===== src/hw/rtl/rsa_pkg.sv =====
// shared types and command codes for the modular exponentiation block
package rsa_pkg;

    localparam int REG_IDX_W = 2;
    localparam logic [REG_IDX_W-1:0] REG_MODULUS     = 2'd0;
    localparam logic [REG_IDX_W-1:0] REG_PUBLIC_EXP  = 2'd1;
    localparam logic [REG_IDX_W-1:0] REG_PRIVATE_EXP = 2'd2;

    localparam int EXP_W = 32;

    // datapath operation codes
    localparam logic [2:0] OP_NONE   = 3'd0;
    localparam logic [2:0] OP_LOAD   = 3'd1;
    localparam logic [2:0] OP_RBASE  = 3'd2;
    localparam logic [2:0] OP_MUL    = 3'd3;
    localparam logic [2:0] OP_SQR    = 3'd4;
    localparam logic [2:0] OP_RSTEP  = 3'd5;
    localparam logic [2:0] OP_WRITE  = 3'd6;

    typedef struct packed {
        logic [2:0] op;
        logic       acc_dest;
    } rsa_cmd_t;

    typedef struct packed {
        logic exp_zero;
        logic exp_bit;
        logic exp_last;
        logic red_done;
    } rsa_status_t;

endpackage


===== src/hw/rtl/rsa_controller.sv =====
// sequencer for right-to-left square-and-multiply
module rsa_controller (
    input  logic                 clk,
    input  logic                 rst_n,
    input  logic                 in_valid,
    output logic                 in_ready,
    output logic                 out_valid,
    input  logic                 out_ready,
    output logic                 load_item,
    output rsa_pkg::rsa_cmd_t    cmd,
    input  rsa_pkg::rsa_status_t status
);
    import rsa_pkg::*;

    localparam logic [3:0] S_IDLE  = 4'd0;
    localparam logic [3:0] S_START = 4'd1;
    localparam logic [3:0] S_ONE   = 4'd2;
    localparam logic [3:0] S_ONEW  = 4'd3;
    localparam logic [3:0] S_BASE  = 4'd4;
    localparam logic [3:0] S_BASEW = 4'd5;
    localparam logic [3:0] S_BIT   = 4'd6;
    localparam logic [3:0] S_MULW  = 4'd7;
    localparam logic [3:0] S_NEXT  = 4'd8;
    localparam logic [3:0] S_SQRW  = 4'd9;
    localparam logic [3:0] S_DONE  = 4'd10;
    localparam logic [3:0] S_RED   = 4'd11;

    logic [3:0] state_reg, state_next;
    logic [3:0] ret_reg, ret_next;

    always_ff @(posedge clk or negedge rst_n)
    begin
        if (!rst_n)
        begin
            state_reg <= S_IDLE;
            ret_reg   <= S_IDLE;
        end
        else
        begin
            state_reg <= state_next;
            ret_reg   <= ret_next;
        end
    end

    // each reduction runs in S_RED, then the write state stored in ret_reg
    always_comb
    begin
        state_next   = state_reg;
        ret_next     = ret_reg;
        cmd.op       = OP_NONE;
        cmd.acc_dest = 1'b0;
        load_item    = 1'b0;
        in_ready     = (state_reg == S_IDLE);
        out_valid    = (state_reg == S_DONE);
        case (state_reg)
            S_IDLE:
            begin
                load_item = in_valid;
                if (in_valid)
                    state_next = S_START;
            end
            S_START:
            begin
                if (status.exp_zero)
                    state_next = S_DONE;
                else
                begin
                    cmd.op     = OP_LOAD;
                    ret_next   = S_ONEW;
                    state_next = S_RED;
                end
            end
            S_RED:
            begin
                cmd.op = OP_RSTEP;
                if (status.red_done)
                    state_next = ret_reg;
            end
            S_ONEW:
            begin
                cmd.op     = OP_WRITE;
                state_next = S_BASE;
            end
            S_BASE:
            begin
                cmd.op     = OP_RBASE;
                ret_next   = S_BASEW;
                state_next = S_RED;
            end
            S_BASEW:
            begin
                cmd.op     = OP_WRITE;
                state_next = S_BIT;
            end
            S_BIT:
            begin
                if (status.exp_bit)
                begin
                    cmd.op     = OP_MUL;
                    ret_next   = S_MULW;
                    state_next = S_RED;
                end
                else
                    state_next = S_NEXT;
            end
            S_MULW:
            begin
                cmd.op     = OP_WRITE;
                state_next = S_NEXT;
            end
            S_NEXT:
            begin
                if (status.exp_last)
                    state_next = S_DONE;
                else
                begin
                    cmd.op     = OP_SQR;
                    ret_next   = S_SQRW;
                    state_next = S_RED;
                end
            end
            S_SQRW:
            begin
                cmd.op     = OP_WRITE;
                state_next = S_BIT;
            end
            S_DONE:
            begin
                if (out_ready)
                    state_next = S_IDLE;
            end
            default:
            begin
                state_next = S_IDLE;
            end
        endcase
        cmd.acc_dest = (state_reg == S_MULW);
    end

endmodule


===== config.mk =====
export PLATFORM = sky130hd
export DESIGN_NAME = rsa_controller
export DESIGN_NICKNAME = d
export VERILOG_FILES = /design/src/hw/rtl/rsa_pkg.sv /design/src/hw/rtl/rsa_controller.sv
export SDC_FILE = /design/constraint.sdc
export NUM_CORES = 1
export LEC_CHECK = 0
export BUFFER_PORTS_ARGS = -buffer_cell sky130_fd_sc_hd__buf_2
export CORE_MARGIN = 2
export CORE_UTILIZATION = 45
export DETAILED_ROUTE_END_ITERATION = 6
export PLACE_DENSITY = 0.77
export SLEW_MARGIN = 0
export SYNTH_ARGS = -nofsm -noshare
export SYNTH_HDL_FRONTEND = slang
export SYNTH_SLANG_ARGS = --single-unit

===== constraint.sdc =====
create_clock -name clk -period 4.6 [get_ports clk]
set_clock_uncertainty 0.05 [all_clocks]
set_input_delay 0.92 -clock clk [delete_from_list [all_inputs] [get_ports clk]]
set_output_delay 0.92 -clock clk [all_outputs]
set_load 0.1 [all_outputs]

==> qor.csv, run 1 <==
stage;metric;value;unit
clocking;H-tree Lvls;1;
drt;drt total wl;1340;um
drt;number of DRC markers in iteration 0;25;
placement;global placer's final weighted congestion;0.820;
global_routing;largest net degree at the start of global routing;24;
finish;final net count;99;
yosys;Mapped Cells;79;
finish;Diodes inserted;0;
yosys;Synth warnings;0;
flow_run;max_cap viols;0;
timing;Final Cycle Share;67.9;%
timing;final-report setup violation count;0;
drt;DR WL/cell;12.9;um
floorplanning;chip height;41.4;um
clocking;Root Buffer;clkbuf_4;
floorplanning;Initial Util;48.4;%
timing;Rel. slew slack;50.4;%
finish;Syn-to-layout area delta;13.9;%
worst_setup_path;Crit Path Class;reg2out;
timing;Final Hold Fails;0;
placement;placed wire-length estimate;981;um
timing;Min Hold Slack;0.424;ns
floorplanning;die span in x;41.4;um
clocking;total CTS buffers;3;
timing;post-layout min period;3.12;ns
drt;router iterations before antenna repair;4;
timing;Final Slew Violations;0;
yosys;mapped cell area;629;um^2
finish;fillers;142;
yosys;syn_nets;87;
clocking;# hold bufs at CTS;0;
floorplanning;area of the die;1710;um^2
timing;Fmax achieved;320;MHz
global_routing;grt ovf;0;
global_routing;vias in the first global route;527;
drt;via count;591;
timing;Worst-Margin Slew;0.744;ns
worst_setup_path;Worst EP arrival;2.15;ns
yosys;asr flop ratio synth;100;%
timing;RSZ-0062 raised after global routing;false;
timing;Setup TNS Final;0;ns
status;status;complete, no violations;
finish;share of layout cells above drive strength 1;25.8;%
yosys;number of library cell types mapped by synthesis;37;
clocking;Clock transition at path regs;0.05;ns
yosys;post-synthesis sequential area ratio;31.8;%
yosys;top area cells in the synthesized netlist;dfrtp_1, o21ai_0, nand2_1;
yosys;Post-synth top cells;nand2_1, dfrtp_1, o21ai_0;
finish;area of the multi-input gates;390;um^2
floorplanning;Rows;13;
yosys;dominant synthesized flop cell;dfrtp_1;
worst_setup_path;startpoint types;flip-flop;
global_routing;Tot GR Track Use;20.4;%
global_routing;initial antenna violation count;0;
drt;Residual DRC;0;
yosys;Post-synth EDFFs;0;
drt;Antenna Nets Post-Route;0;
yosys;top-count cell post-synth;nand2_1;
yosys;syn avg cell area;7.97;um^2
global_routing;first-pass GRT wire length;2260;um
hold_path;Tightest Hold Check Type;reg2reg;
finish;FF/Latch Area;200;um^2
worst_setup_path;Critical Path End Type;output port;
worst_setup_path;Req. time, crit path;3.63;ns
clocking;# Post-CTS Setup Buffers;0;
clocking;clk sinks;8;
placement;# port buffers;14;
floorplanning;num ports;15;
clocking;deepest clock path buffer count;2;
worst_setup_path;CP Max Fanout;23;
clocking;CTS tree;done;
clocking;post-CTS resize count;0;
clocking;clock latency on the worst-skew pair;0.25;ns
yosys;post-synth top area cell;dfrtp_1;
floorplanning;core area;1300;um^2
yosys;Yosys reg bits;8;
drt;DR vias/cell;5.68;
yosys;Yosys top cell area share;31.8;%
[worst paths after layout]
kind / startpoint / to / slack, ns / depth (start not counted)
worst max-delay path: state_reg[0]$_DFFE_PN0P_ / cmd[1] / 1.48 / 5
worst max register to register: state_reg[0]$_DFFE_PN0P_ / ret_reg[3]$_DFFE_PN0P_ / 2.66 / 4
max in group asynchronous: rst_n / ret_reg[2]$_DFFE_PN0P_ / 3.89 / 1
min in group asynchronous: rst_n / ret_reg[3]$_DFFE_PN0P_ / 0.45 / 1
worst min register to register: ret_reg[0]$_DFFE_PN0P_ / ret_reg[0]$_DFFE_PN0P_ / 0.42 / 1
worst min-delay path: ret_reg[0]$_DFFE_PN0P_ / ret_reg[0]$_DFFE_PN0P_ / 0.42 / 1
[area by class of cell]
| cell class | count | share of cell area (%) |
|---|---|---|
| multi-input combinational | 60 | 54.5 |
| sequential | 8 | 27.9 |
| timing repair buffer | 14 | 9.77 |
| clock buffer | 3 | 3.14 |
| tap | 15 | 2.62 |
| inverter | 4 | 2.09 |
[critical path, cell delays in order, from the launching register on]
cell      delay (ns)
dfrtp_1         0.82
nand2b_4        0.09
or3_1           0.32
a21o_1          0.19
nand2_1         0.06
buf_2           0.43
[metal layers]
layer / vias to the layer above / track usage (%) / wire, um
li1: 309 / - / -
met1: 263 / 30.3 / 633
met2: 16 / 28.5 / 623
met3: 3 / 3.19 / 64
met4: 0 / 9.68 / 18
met5: - / 0 / 0
[metrics by stage]
step | setup slack [ns] | instances | instance area [um^2] | utilization [%]
3_3_place_gp | 1.59 | 101 | 694 | 53.4
5_1_grt | 1.33 | 104 | 717 | 55.1
4_1_cts | 1.46 | 104 | 717 | 55.1
3_5_place_dp | 1.59 | 101 | 694 | 53.4
2_1_floorplan | 0.307 | 79 | 642 | -
6_report | 1.48 | 104 | 717 | 55.1
[kinds of logic after synthesis]
group,synth area share (%)
AOI/OAI and AO/OA,28.2
buffers and inverters,8.15
DFF,31.8
and+or+nand+nor,30.2
muxes,1.59
[layout by cell type, fill, tap and decap left out]
master and count:
nand2b_1 1, clkbuf_4 3, o21ai_0 8, o31a_1 1, a21o_1 1, nand4_1 1, inv_1 4, nand2_1 9
nor3_1 1, or4_4 1, o311a_1 1, a21oi_1 3, nor3b_1 3, and2_1 1, a32oi_1 1, o21bai_1 1
nand3_1 4, o22ai_1 1, or3_1 1, nand4b_1 1, nor2_1 5, nand2b_4 1, a22oi_1 1, a22o_1 1
nor2b_1 2, dfrtp_1 8, and3_1 1, o2bb2ai_2 1, buf_2 14, nor4_2 2, a21bo_2 1, o2111ai_1 1
o211ai_1 2, o2bb2ai_1 1, mux2i_1 1
Power of run 1 is not shown: default switching activity piles up to over one toggle a cycle in this logic, so the estimate is an artifact.
==> run 2, diff against run 1 <==
--- a/config.mk
+++ b/config.mk
@@ -5,11 +5,12 @@
 export SDC_FILE = /design/constraint.sdc
 export NUM_CORES = 1
 export LEC_CHECK = 0
+export ABC_AREA = 1
 export BUFFER_PORTS_ARGS = -buffer_cell sky130_fd_sc_hd__buf_2
 export CORE_MARGIN = 2
 export CORE_UTILIZATION = 45
 export DETAILED_ROUTE_END_ITERATION = 6
-export PLACE_DENSITY = 0.77
+export PLACE_DENSITY = 0.78
 export SLEW_MARGIN = 0
 export SYNTH_ARGS = -nofsm -noshare
 export SYNTH_HDL_FRONTEND = slang
==> constraint.sdc (replaced) <==
create_clock -name clk -period 2.9 [get_ports clk]
set_clock_uncertainty 0.05 [all_clocks]
set_input_delay 0.58 -clock clk [delete_from_list [all_inputs] [get_ports clk]]
set_output_delay 0.58 -clock clk [all_outputs]
set_load 0.1 [all_outputs]
==> run 2 against run 1 <==
Compared with the run above: non-clock buffer count is the same; wire length fell by 13%; via count grew 1.2%; global-route usage is 1.6 points lower; final cell count grew 21%; first-iteration DRC count is 56% lower.
==> qor.csv, run 2 <==
stage;metric;value;unit
status;status;complete, no violations;
yosys;mapped cell area;584;um^2
yosys;post-synth top area cell;dfrtp_1;
placement;# port buffers;14;
yosys;syn_nets;103;
finish;Post-Layout Cell Count;126;
finish;most frequent cells in the layout;nand2_1, inv_1, buf_2;
worst_setup_path;RR Startpoint;state_reg[1]$_DFFE_PN0P_;
yosys;Mapped Cells;95;
timing;Final Slew Violations;0;
drt;Residual DRC;0;
yosys;top-count cell post-synth;nand2_1;
finish;most common cell after layout, fill and taps aside;nand2_1;
clocking;Clock transition at path regs;0.05;ns
finish;Finished Core Util;60.1;%
finish;Syn-to-layout area delta;18.8;%
drt;Antenna Nets Post-Route;0;
worst_setup_path;Critical path origin;state_reg[0]$_DFFE_PN0P_;
drt;DR vias/cell;4.75;
placement;placed cells;123;
clocking;deepest clock path buffer count;2;
global_routing;first-pass GRT wire length;1970;um
worst_setup_path;Worst EP arrival;1.72;ns
clocking;clock latency on the worst-skew pair;0.24;ns
worst_setup_path;Crit Path Class;reg2out;
drt;router iterations before antenna repair;4;
worst_setup_path;ordered list of cells on the worst path;inv_1 > nor2_2 > inv_1 > a21oi_2 > a21oi_1 > nand3_1 > buf_2;
floorplanning;core area;1160;um^2
finish;share of layout cells above drive strength 1;24.1;%
worst_setup_path;cell family with most CP delay;buffers and inverters;
yosys;Post-synth top cells;nand2_1, inv_1, nor2_1;
drt;number of DRC markers in iteration 0;11;
worst_setup_path;slowest stage cell, crit path;dfrtp_1;
global_routing;initial antenna violation count;0;
floorplanning;num ports;15;
global_routing;Tot GR Track Use;18.9;%
timing;Final Hold Fails;0;
floorplanning;die span in x;40.0;um
clocking;# Post-CTS Setup Buffers;0;
finish;final net count;122;
clocking;# hold bufs at CTS;0;
clocking;post-CTS resize count;0;
floorplanning;Initial Util;50.5;%
worst_setup_path;Req. time, crit path;2.27;ns
clocking;CTS tree;done;
finish;Final Cell Area;694;um^2
worst_setup_path;CP Max Fanout;5;
finish;Diodes inserted;0;
clocking;clk sinks;8;
floorplanning;area of the die;1600;um^2
yosys;number of library cell types mapped by synthesis;15;
drt;via count;598;
clocking;Root Buffer;clkbuf_4;
yosys;Synth warnings;0;
worst_setup_path;worst path bufs/invs;3;
yosys;top area cells in the synthesized netlist;dfrtp_1, nand2_1, inv_1;
placement;placed wire-length estimate;1030;um
clocking;total CTS buffers;3;
yosys;Post-synth EDFFs;0;
timing;Setup TNS Final;0;ns
timing;RSZ-0062 raised after global routing;false;
drt;DR WL/cell;9.29;um
timing;Rel. slew slack;67.8;%
yosys;Yosys top cell area share;34.3;%
yosys;Yosys reg bits;8;
clocking;H-tree Lvls;1;
hold_path;Tightest Hold Check Type;in2async;
yosys;syn avg cell area;6.15;um^2
worst_setup_path;max incr delay on CP;0.42;ns
yosys;post-synthesis sequential area ratio;34.3;%
flow_run;max_cap viols;0;
placement;global placer's final weighted congestion;0.884;
worst_setup_path;Critical Path End Type;output port;
timing;Worst-Margin Slew;0.487;ns
placement;placed cell areas;672;um^2
worst_setup_path;most frequent CP cell;inv_1;
global_routing;grt ovf;0;
worst_setup_path;startpoint types;flip-flop;
floorplanning;Rows;12;
global_routing;largest net degree at the start of global routing;9;
yosys;dominant synthesized flop cell;dfrtp_1;
drt;drt total wl;1170;um
timing;post-layout min period;2.35;ns
timing;Fmax achieved;426;MHz
yosys;asr flop ratio synth;100;%
floorplanning;chip height;40.0;um
global_routing;vias in the first global route;515;
timing;final-report setup violation count;0;
timing;Final Cycle Share;81.0;%
[run 2: cell count changes in the layout (fill, tap and decap cells not counted), moves of 2 or more]
cell / before / now
a21oi_1: 3 / 1
inv_1: 4 / 18
nand2_1: 9 / 35
nand2_2: 0 / 4
nand3b_1: 0 / 2
nor2_1: 5 / 13
nor2_2: 0 / 3
nor2b_1: 2 / 0
nor3b_1: 3 / 0
nor4_2: 2 / 0
o211ai_1: 2 / 0
o21ai_0: 8 / 0
[run 2: logic make-up after synthesis]
kind of cell	count (synthesis)	synth area share, %
AO/OA/AOI/OAI	4	5.14
buffers and inverters	18	11.6
AND/OR/NAND/NOR	65	49.0
flip-flops	8	34.3
[run 2: layout make-up]
| type | instances | area, um^2 |
|---|---|---|
| repair buffers | 14 | 70.1 |
| well taps | 14 | 17.5 |
| flip-flops and latches | 8 | 200 |
| fillers | 118 | 462 |
| inverters | 18 | 67.6 |
| multi-input cells | 69 | 317 |
| clock buffers | 3 | 22.5 |
[run 2: per-layer routing]
metal  track usage [%]  part of all wire [%]  wire [um]
met1              24.8                    48        559
met2              29.0                    47        556
met3              3.33                   3.2         38
met4              10.3                   1.5         17
met5                 0                     0          0
[run 2: stage by stage]
| stage | hold slack, ns | setup slack [ns] |
|---|---|---|
| after floorplan | 0.234 | 0.318 |
| after global placement | 0.373 | 0.804 |
| after detailed placement | 0.372 | 0.793 |
| after CTS | 0.107 | 0.536 |
| after global routing | 0.109 | 0.417 |
| final | 0.112 | 0.551 |
[run 2: final timing paths]
kind	to	slack, ns	cells past startpoint
min in group clk	ret_reg[0]$_DFFE_PN0P_	0.42	2
hold reg to reg	ret_reg[0]$_DFFE_PN0P_	0.42	2
max in group asynchronous	state_reg[2]$_DFFE_PN0P_	2.53	1
setup reg to reg	state_reg[3]$_DFFE_PN0P_	1.57	6
hold / removal	ret_reg[0]$_DFFE_PN0P_	0.11	1
setup / recovery	cmd[3]	0.55	7
Power of run 2 is left out for the same reason.
==> run 3, diff against run 2 <==
==> constraint.sdc (replaced) <==
create_clock -name clk -period 2.2 [get_ports clk]
set_clock_uncertainty 0.05 [all_clocks]
set_input_delay 0.44 -clock clk [delete_from_list [all_inputs] [get_ports clk]]
set_output_delay 0.44 -clock clk [all_outputs]
set_load 0.1 [all_outputs]
==> run 3 against run 2 <==
Compared with the run above: sequential share of layout area fell by 2.3 points; hold slack improved by 0.31 ns; largest cell class unchanged; global-route usage up 2.3 points; sequential cell count is the same; final area is 8.6% higher.
==> qor.csv, run 3 (same netlist as run 2, synthesis figures left out) <==
stage;metric;value;unit
clocking;clk sinks;8;
drt;number of DRC markers in iteration 0;22;
drt;DR WL/cell;10.5;um
worst_setup_path;Req. time, crit path;1.71;ns
global_routing;grt ovf;0;
worst_setup_path;Critical path origin;state_reg[1]$_DFFE_PN0P_;
clocking;deepest clock path buffer count;2;
worst_setup_path;Worst EP arrival;1.57;ns
timing;Final Cycle Share;93.5;%
flow_run;max_cap viols;0;
timing;Setup TNS Final;0;ns
floorplanning;core area;1160;um^2
placement;placed wire-length estimate;1130;um
worst_setup_path;startpoint types;flip-flop;
drt;Antenna Nets Post-Route;0;
floorplanning;die span in x;40.0;um
placement;global placer's final weighted congestion;0.881;
clocking;clock latency on the worst-skew pair;0.25;ns
floorplanning;chip height;40.0;um
global_routing;initial antenna violation count;0;
worst_setup_path;RR Startpoint;state_reg[1]$_DFFE_PN0P_;
timing;Fmax achieved;486;MHz
clocking;Root Buffer;clkbuf_4;
clocking;Clock transition at path regs;0.05;ns
worst_setup_path;ordered list of cells on the worst path;nor2_1 > nand2_1 > nor2_2 > buf_2;
worst_setup_path;Crit Path Class;reg2out;
worst_setup_path;max incr delay on CP;0.45;ns
drt;router iterations before antenna repair;4;
finish;FF/Latch Area;200;um^2
global_routing;vias in the first global route;573;
global_routing;first-pass GRT wire length;2240;um
worst_setup_path;register-to-register setup slack;0.83;ns
timing;Final Hold Fails;0;
global_routing;largest net degree at the start of global routing;9;
timing;Rel. slew slack;67.6;%
finish;Syn-to-layout area delta;29.1;%
status;status;complete, no violations;
clocking;post-CTS resize count;0;
finish;final net count;123;
finish;area of the multi-input gates;322;um^2
floorplanning;Initial Util;50.5;%
finish;Diodes inserted;0;
clocking;# Post-CTS Setup Buffers;0;
timing;final-report setup violation count;0;
global_routing;Tot GR Track Use;21.1;%
timing;Worst-Margin Slew;0.489;ns
drt;drt total wl;1340;um
finish;Finished Core Util;65.3;%
finish;most common cell after layout, fill and taps aside;nand2_1;
worst_setup_path;slowest stage cell, crit path;dfrtp_1;
worst_setup_path;Worst Reg-to-Reg Cells;6;
drt;Residual DRC;0;
worst_setup_path;Critical Path End Type;output port;
clocking;total CTS buffers;3;
clocking;H-tree Lvls;1;
floorplanning;area of the die;1600;um^2
timing;RSZ-0062 raised after global routing;false;
finish;fillers;104;
hold_path;worst hold start;ret_reg[1]$_DFFE_PN0P_;
worst_setup_path;CP Max Fanout;6;
drt;DR vias/cell;4.90;
finish;most frequent cells in the layout;nand2_1, inv_1, nor2_1, buf_2, dfrtp_1;
timing;Final Slew Violations;0;
drt;via count;622;
floorplanning;Rows;12;
clocking;CTS tree;done;
hold_path;Tightest Hold Check Type;reg2reg;
hold_path;Worst Hold Depth;2;
timing;post-layout min period;2.06;ns
floorplanning;num ports;15;
clocking;# hold bufs at CTS;1;
finish;share of layout cells above drive strength 1;25.7;%
placement;# port buffers;14;
run 3: changes by cell type in the layout (fill, tap and decap cells not counted):
| cell | before | now |
|---|---|---|
| dlygate4sd3_1 | 0 | 1 |
| nor2_2 | 3 | 5 |
| buf_12 | 0 | 3 |
| buf_2 | 14 | 11 |
| nor2_1 | 13 | 11 |
run 3: metrics by stage:
stage / instances / hold WS [ns] / worst slack, ns / instance area [um^2]
detailed placement: 123 / 0.238 / 0.420 / 722
CTS: 127 / 0.407 / 0.141 / 754
global placement: 123 / 0.237 / 0.458 / 722
finish: 127 / 0.419 / 0.143 / 754
floorplan: 95 / 0.0944 / 0.141 / 589
global route: 127 / 0.422 / 0.0364 / 754
run 3: final cells by class:
type                       count  area share (%)
multi-input combinational     69            42.6
inverter                      18            8.96
sequential                     8            26.5
clock buffer                   3            2.99
tap                           14            2.32
timing repair buffer          15            16.6
run 3: metal layers:
metal	part of all wire, %	vias to the layer above	track usage (%)	wire (um)
met1	45	281	26.7	601
met3	3.5	0	3.89	47
met5	0	-	0	0
met2	51	19	33.1	687
met4	0	0	12.9	0
li1	-	322	-	-
run 3: final timing paths:
path	endpoint
max	load_item
max in group asynchronous	ret_reg[1]$_DFFE_PN0P_
min reg2reg	ret_reg[1]$_DFFE_PN0P_
min in group asynchronous	state_reg[0]$_DFFE_PN0P_
min	ret_reg[1]$_DFFE_PN0P_
max reg2reg	state_reg[3]$_DFFE_PN0P_
run 3: worst max-delay path: cells and delay by family (launching register included):
kind	cells	cell delay, ns
DFF	1	0.45
buffers and inverters	1	0.42
and+or+nand+nor	3	0.45
Power of run 3 is left out for the same reason.
